## src/hdl/bba_pkg.sv

```systemverilog
package bba_pkg;

  // Field widths
  localparam int unsigned ActionW  = 2;
  localparam int unsigned BlockW   = 12;
  localparam int unsigned StatusW  = 2;
  localparam int unsigned CfgW     = 10;

  // A 12-bit block number reaches at most this many bitmap bytes
  localparam int unsigned AddrBytes     = 512;
  localparam int unsigned MapBytesDef   = 512;
  localparam logic [CfgW-1:0] CfgReset  = 10'd512;

  // Bytes of the full-flag summary examined per scan step
  localparam int unsigned GroupBytes = 32;

  localparam logic [7:0] FullByte = 8'hFF;

  // Request actions
  localparam logic [ActionW-1:0] ACT_TEST = 2'd0;
  localparam logic [ActionW-1:0] ACT_FIND = 2'd1;
  localparam logic [ActionW-1:0] ACT_USE  = 2'd2;
  localparam logic [ActionW-1:0] ACT_FREE = 2'd3;

  // Result status codes
  localparam logic [StatusW-1:0] STS_OK    = 2'd0;
  localparam logic [StatusW-1:0] STS_FULL  = 2'd1;
  localparam logic [StatusW-1:0] STS_RANGE = 2'd2;

  // Controller to datapath
  typedef struct packed {
    logic clr_en;     // write one zero byte of the clearing pass
    logic accept;     // request transaction taken
    logic scan_step;  // examine one group of full flags
    logic exec;       // read data valid: form result, write back
    logic emit;       // move result into the output register
  } ctrl_cmd_t;

  // Datapath to controller
  typedef struct packed {
    logic clr_last;
    logic in_is_find;
    logic in_range_err;
    logic scan_hit;
    logic scan_last;
    logic out_free;
  } ctrl_sts_t;

endpackage

```

## src/hdl/bba_ctrl.sv

```systemverilog
module bba_ctrl (
  input  logic               clk_i,
  input  logic               rst_ni,
  input  logic               in_valid_i,
  output logic               in_ready_o,
  input  bba_pkg::ctrl_sts_t sts_i,
  output bba_pkg::ctrl_cmd_t cmd_o
);

  localparam logic [2:0] ST_CLEAR = 3'd0;
  localparam logic [2:0] ST_IDLE  = 3'd1;
  localparam logic [2:0] ST_SCAN  = 3'd2;
  localparam logic [2:0] ST_READ  = 3'd3;
  localparam logic [2:0] ST_EXEC  = 3'd4;
  localparam logic [2:0] ST_EMIT  = 3'd5;

  logic [2:0] state_q, state_d;

  // Next state and commands
  always_comb begin
    state_d    = state_q;
    cmd_o      = '0;
    in_ready_o = 1'b0;
    case (state_q)
      ST_CLEAR: begin
        cmd_o.clr_en = 1'b1;
        if (sts_i.clr_last) begin
          state_d = ST_IDLE;
        end
      end
      ST_IDLE: begin
        in_ready_o = 1'b1;
        if (in_valid_i) begin
          cmd_o.accept = 1'b1;
          if (sts_i.in_is_find) begin
            state_d = ST_SCAN;
          end else if (sts_i.in_range_err) begin
            state_d = ST_EXEC;
          end else begin
            state_d = ST_READ;
          end
        end
      end
      ST_SCAN: begin
        cmd_o.scan_step = 1'b1;
        if (sts_i.scan_hit) begin
          state_d = ST_READ;
        end else if (sts_i.scan_last) begin
          state_d = ST_EXEC;
        end
      end
      ST_READ: begin
        state_d = ST_EXEC;
      end
      ST_EXEC: begin
        cmd_o.exec = 1'b1;
        state_d    = ST_EMIT;
      end
      ST_EMIT: begin
        if (sts_i.out_free) begin
          cmd_o.emit = 1'b1;
          state_d    = ST_IDLE;
        end
      end
      default: begin
        state_d = ST_IDLE;
      end
    endcase
  end

  always_ff @(posedge clk_i or negedge rst_ni) begin
    if (!rst_ni) begin
      state_q <= ST_CLEAR;
    end else begin
      state_q <= state_d;
    end
  end

  // A result only moves out when the output register can take it
  assert property (@(posedge clk_i) disable iff (!rst_ni)
    cmd_o.emit |-> sts_i.out_free)
    else $error("result emitted into a busy output register");

  // No request is taken before the clearing pass has finished
  assert property (@(posedge clk_i) disable iff (!rst_ni)
    (state_q == ST_CLEAR) |-> !cmd_o.accept && !in_ready_o)
    else $error("request taken during clearing pass");

  // A scan always ends within its group budget
  assert property (@(posedge clk_i) disable iff (!rst_ni)
    (cmd_o.scan_step && sts_i.scan_last) |=> (state_q != ST_SCAN))
    else $error("scan ran past last group");

endmodule

```

## config.mk

```make
export PLATFORM = sky130hd
export DESIGN_NAME = bba_ctrl
export DESIGN_NICKNAME = d
export VERILOG_FILES = /design/src/hdl/bba_pkg.sv /design/src/hdl/bba_ctrl.sv
export SDC_FILE = /design/constraint.sdc
export NUM_CORES = 1
export LEC_CHECK = 0
export ABC_AREA = 0
export BUFFER_PORTS_ARGS = -buffer_cell sky130_fd_sc_hd__buf_4
export CAP_MARGIN = 5
export CORE_AREA = 2 2 39 41
export CTS_BUF_LIST = sky130_fd_sc_hd__clkbuf_2 sky130_fd_sc_hd__clkbuf_4 sky130_fd_sc_hd__clkbuf_8
export CTS_CLUSTER_SIZE = 12
export DETAILED_ROUTE_END_ITERATION = 10
export DIE_AREA = 0 0 41 43
export SLEW_MARGIN = 5
export SYNTH_ARGS = -nofsm -noshare
export SYNTH_HDL_FRONTEND = slang
export SYNTH_SLANG_ARGS = --single-unit
```

## constraint.sdc

```tcl
create_clock -name clk_i -period 1.6 [get_ports clk_i]
set_input_delay 0.16 -clock clk_i [delete_from_list [all_inputs] [get_ports clk_i]]
set_output_delay 0.16 -clock clk_i [all_outputs]
set_load 0.01 [all_outputs]
```

==> metrics.md <==
| Metric | Value |
|---|---|
| Power Density | `1590 nW/um^2` |
| IO Pins | `15` |
| Final Max Tran Viols | `0` |
| Setup CP Type | `reg -> out` |
| Worst min path class | `in -> reg` |
| Final worst-path cycle share | `84.0%` |
| FF-to-FF setup slack | `0.35 ns` |
| Min-delay src | `sts_i[0]` |
| RR Startpoint | `state_q[2]` |
| Die W | `41 um` |
| Tot Pwr | `627 uW` |
| Slew Limit Headroom | `79.6%` |
| Flops & latches, synth | `3` |
| Final setup vio count | `0` |
| Cell area after synthesis | `254 um^2` |
| Ranking of synthesized cells by area | `dfrtp_1 (30%), nand2b_1 (9.9%), o32a_1 (7.9%)` |
| FF-to-FF path depth | `3` |
| Wire per inst | `9.64 um` |
| Largest net degree at the start of global routing | `12` |
| Most frequent cell after synthesis | `nor2_1` |
| Status | `complete, no violations` |
| DRT Pass-1 Iters | `2` |
| Die Y | `43 um` |
| Hold endpoint | `state_q[2]` |
| GPL Wtd Cong | `0.790` |
| Final Hold Slack | `0.233 ns` |
| Core box area | `1380 um^2` |
| Net Sw Frac | `38.4%` |
| Largest register FFs | `3` |
| CTS root buffer | `clkbuf_4` |
| Post_cts resized | `0` |
| Clock slew seen by the registers of the worst setup and hold paths | `0.04 ns` |
| Post-Syn Area per Cell | `7.94 um^2` |
| CTS tree | `yes` |
| Area Overhead vs Synth | `55.7%` |
| Maxcap violations | `0` |
| TNS Setup | `0 ns` |
| DRC | `0` |
| Hold Path Stages | `4` |
| Total gr overflow | `0` |
| Htree depth | `1` |
| Maximum vdd drop | `0.000406 V` |
| Multi-input logic area | `155 um^2` |
| Via count | `279` |
| Post-DP HPWL | `478 um` |
| Share of the synthesized area in the top cell type | `29.6%` |
| Global-route wire length before repair | `1000 um` |
| Clk sinks | `3` |
| Async set-or-reset flop fraction in the synthesized netlist | `100%` |
| 1st-iter DRT viols | `5` |
| Routed Wire Length | `617 um` |
| RSZ-0062 raised after global routing | `false` |
| Top reg by flops | `state_q` |
| Fin. Hold Viols | `0` |
| Internal power | `387 uW` |
| Tot GR Track Use | `9.26%` |
| Synth top cells by count | `nor2_1 (5), nand2b_1 (4), dfrtp_1 (3), nand2_1 (3)` |
| Port buffer count | `14` |
| Clock skew | `0.00211 ns` |
| Clock Path Buffers | `2` |
| Cell leakage power | `0.000184 uW` |
| Largest regs | `state_q (3)` |
| CTS Buf Count | `3` |
| Top cell type by total area after synthesis | `dfrtp_1` |
| Startpoint types | `flip-flop` |
| Vias in the first global route | `248` |
| Inst Count DP | `59` |
| Main synth FF type | `dfrtp_1` |
| Fillcell total | `161` |
| Seq pwr share | `30.0%` |
| Share of layout cells above drive strength 1 | `39.6%` |
| Inserted Diodes | `0` |
| Synth Net Count | `41` |
| CP max FO | `11` |
| Seq/Total Area, Yosys | `29.6%` |
| Post-route non-filler standard cell count | `64` |
| Post-synthesis cell type count | `18` |
| Synth Warn # | `0` |
| DIE AREA | `1760 um^2` |
| Clock power frac | `24.0%` |
| Worst slew pin tran | `0.306 ns` |
| Sw Pwr | `241 uW` |
| Arr. time, crit path | `1.18 ns` |
| Reg2Reg Capture Point | `state_q[2]` |
| Cells after synthesis | `32` |
| Combinational share of power | `46.0%` |
| Fin nets | `58` |
| Post-synth EDFFs | `0` |
| Initial core utilization | `18.4%` |
| Minimum clock period | `1.34 ns` |
| Clock Latency Late Sink | `0.23 ns` |
| Post-CTS setup repair buffer count | `0` |
| Initial antenna violation count | `0` |
| CP required | `1.44 ns` |
| Crit. End Element | `primary output` |
| Vias per inst | `4.36` |
| FF/Latch Area | `75.1 um^2` |
| Rows | `14` |
| Post-DRT Antenna Nets | `0` |
| F_max | `744 MHz` |
==> cells by family after synthesis <==
family	share of synthesized area [%]
DFF	29.6
and+or+nand+nor	41.9
buffers and inverters	9.36
AOI/OAI and AO/OA	19.2
==> area by class of cell <==
type / instances / area share (%)
repair buffers: 15 / 29.1
clock buffers: 4 / 7.59
multi-input cells: 26 / 39.2
flip-flops and latches: 3 / 19.0
well taps: 16 / 5.06
==> cell usage in the layout (no fill, tap or decap), types with 2 or more instances in the layout <==
master and count:
nand2_1 3, dfrtp_1 3, nor2b_1 2, nor3_1 2, nand2b_1 4, o32a_1 2
buf_4 14, clkbuf_4 4, nor2_1 5
==> through the flow <==
stage          utilization, %  cell area [um^2]  setup WS (ns)
2_1_floorplan               -               254          0.427
3_3_place_gp             25.7               355          0.403
3_5_place_dp             25.7               355          0.366
4_1_cts                  28.6               395          0.231
5_1_grt                  28.6               395          0.143
6_report                 28.6               395          0.257
==> metal layers <==
layer / vias to the layer above / GRT usage (%) / wire (um)
met2: 7 / 11.6 / 329
li1: 145 / - / -
met1: 127 / 10.0 / 247
met4: 0 / 10.0 / 0
met5: - / 0 / 0
met3: 0 / 4.71 / 40
==> power by group through the flow <==
stage          combinational, uW  clock, uW  sequential (uW)
2_1_floorplan                271          0              118
3_3_place_gp                 288          0              186
3_5_place_dp                 291          0              189
4_1_cts                      294        159              189
5_1_grt                      317        172              202
6_report                     288        150              189
==> repair_timing <==
action,in CTS,in global routing
hold buffers,1,0
hold endpoints to repair,3,0
endpoints found under the setup margin,0,0
==> how the worst max path moves through the flow <==
stage / endpoint / from / slack (ns) / cells after the start
3_5_place_dp: state_q[2] / state_q[2] / 0.37 / 3
3_3_place_gp: state_q[2] / state_q[2] / 0.40 / 3
2_1_floorplan: state_q[2] / state_q[2] / 0.43 / 4
5_1_grt: cmd_o[3] / state_q[0] / 0.14 / 3
6_report: cmd_o[3] / state_q[0] / 0.26 / 3
4_1_cts: cmd_o[3] / state_q[0] / 0.23 / 3
==> worst max-delay path, stage by stage (launching register included) <==
cell and delay [ns]:
dfrtp_1 0.49, nand2_1 0.15, nor3_1 0.17, buf_4 0.15
Note: power is estimated with default switching activity, not from simulation.
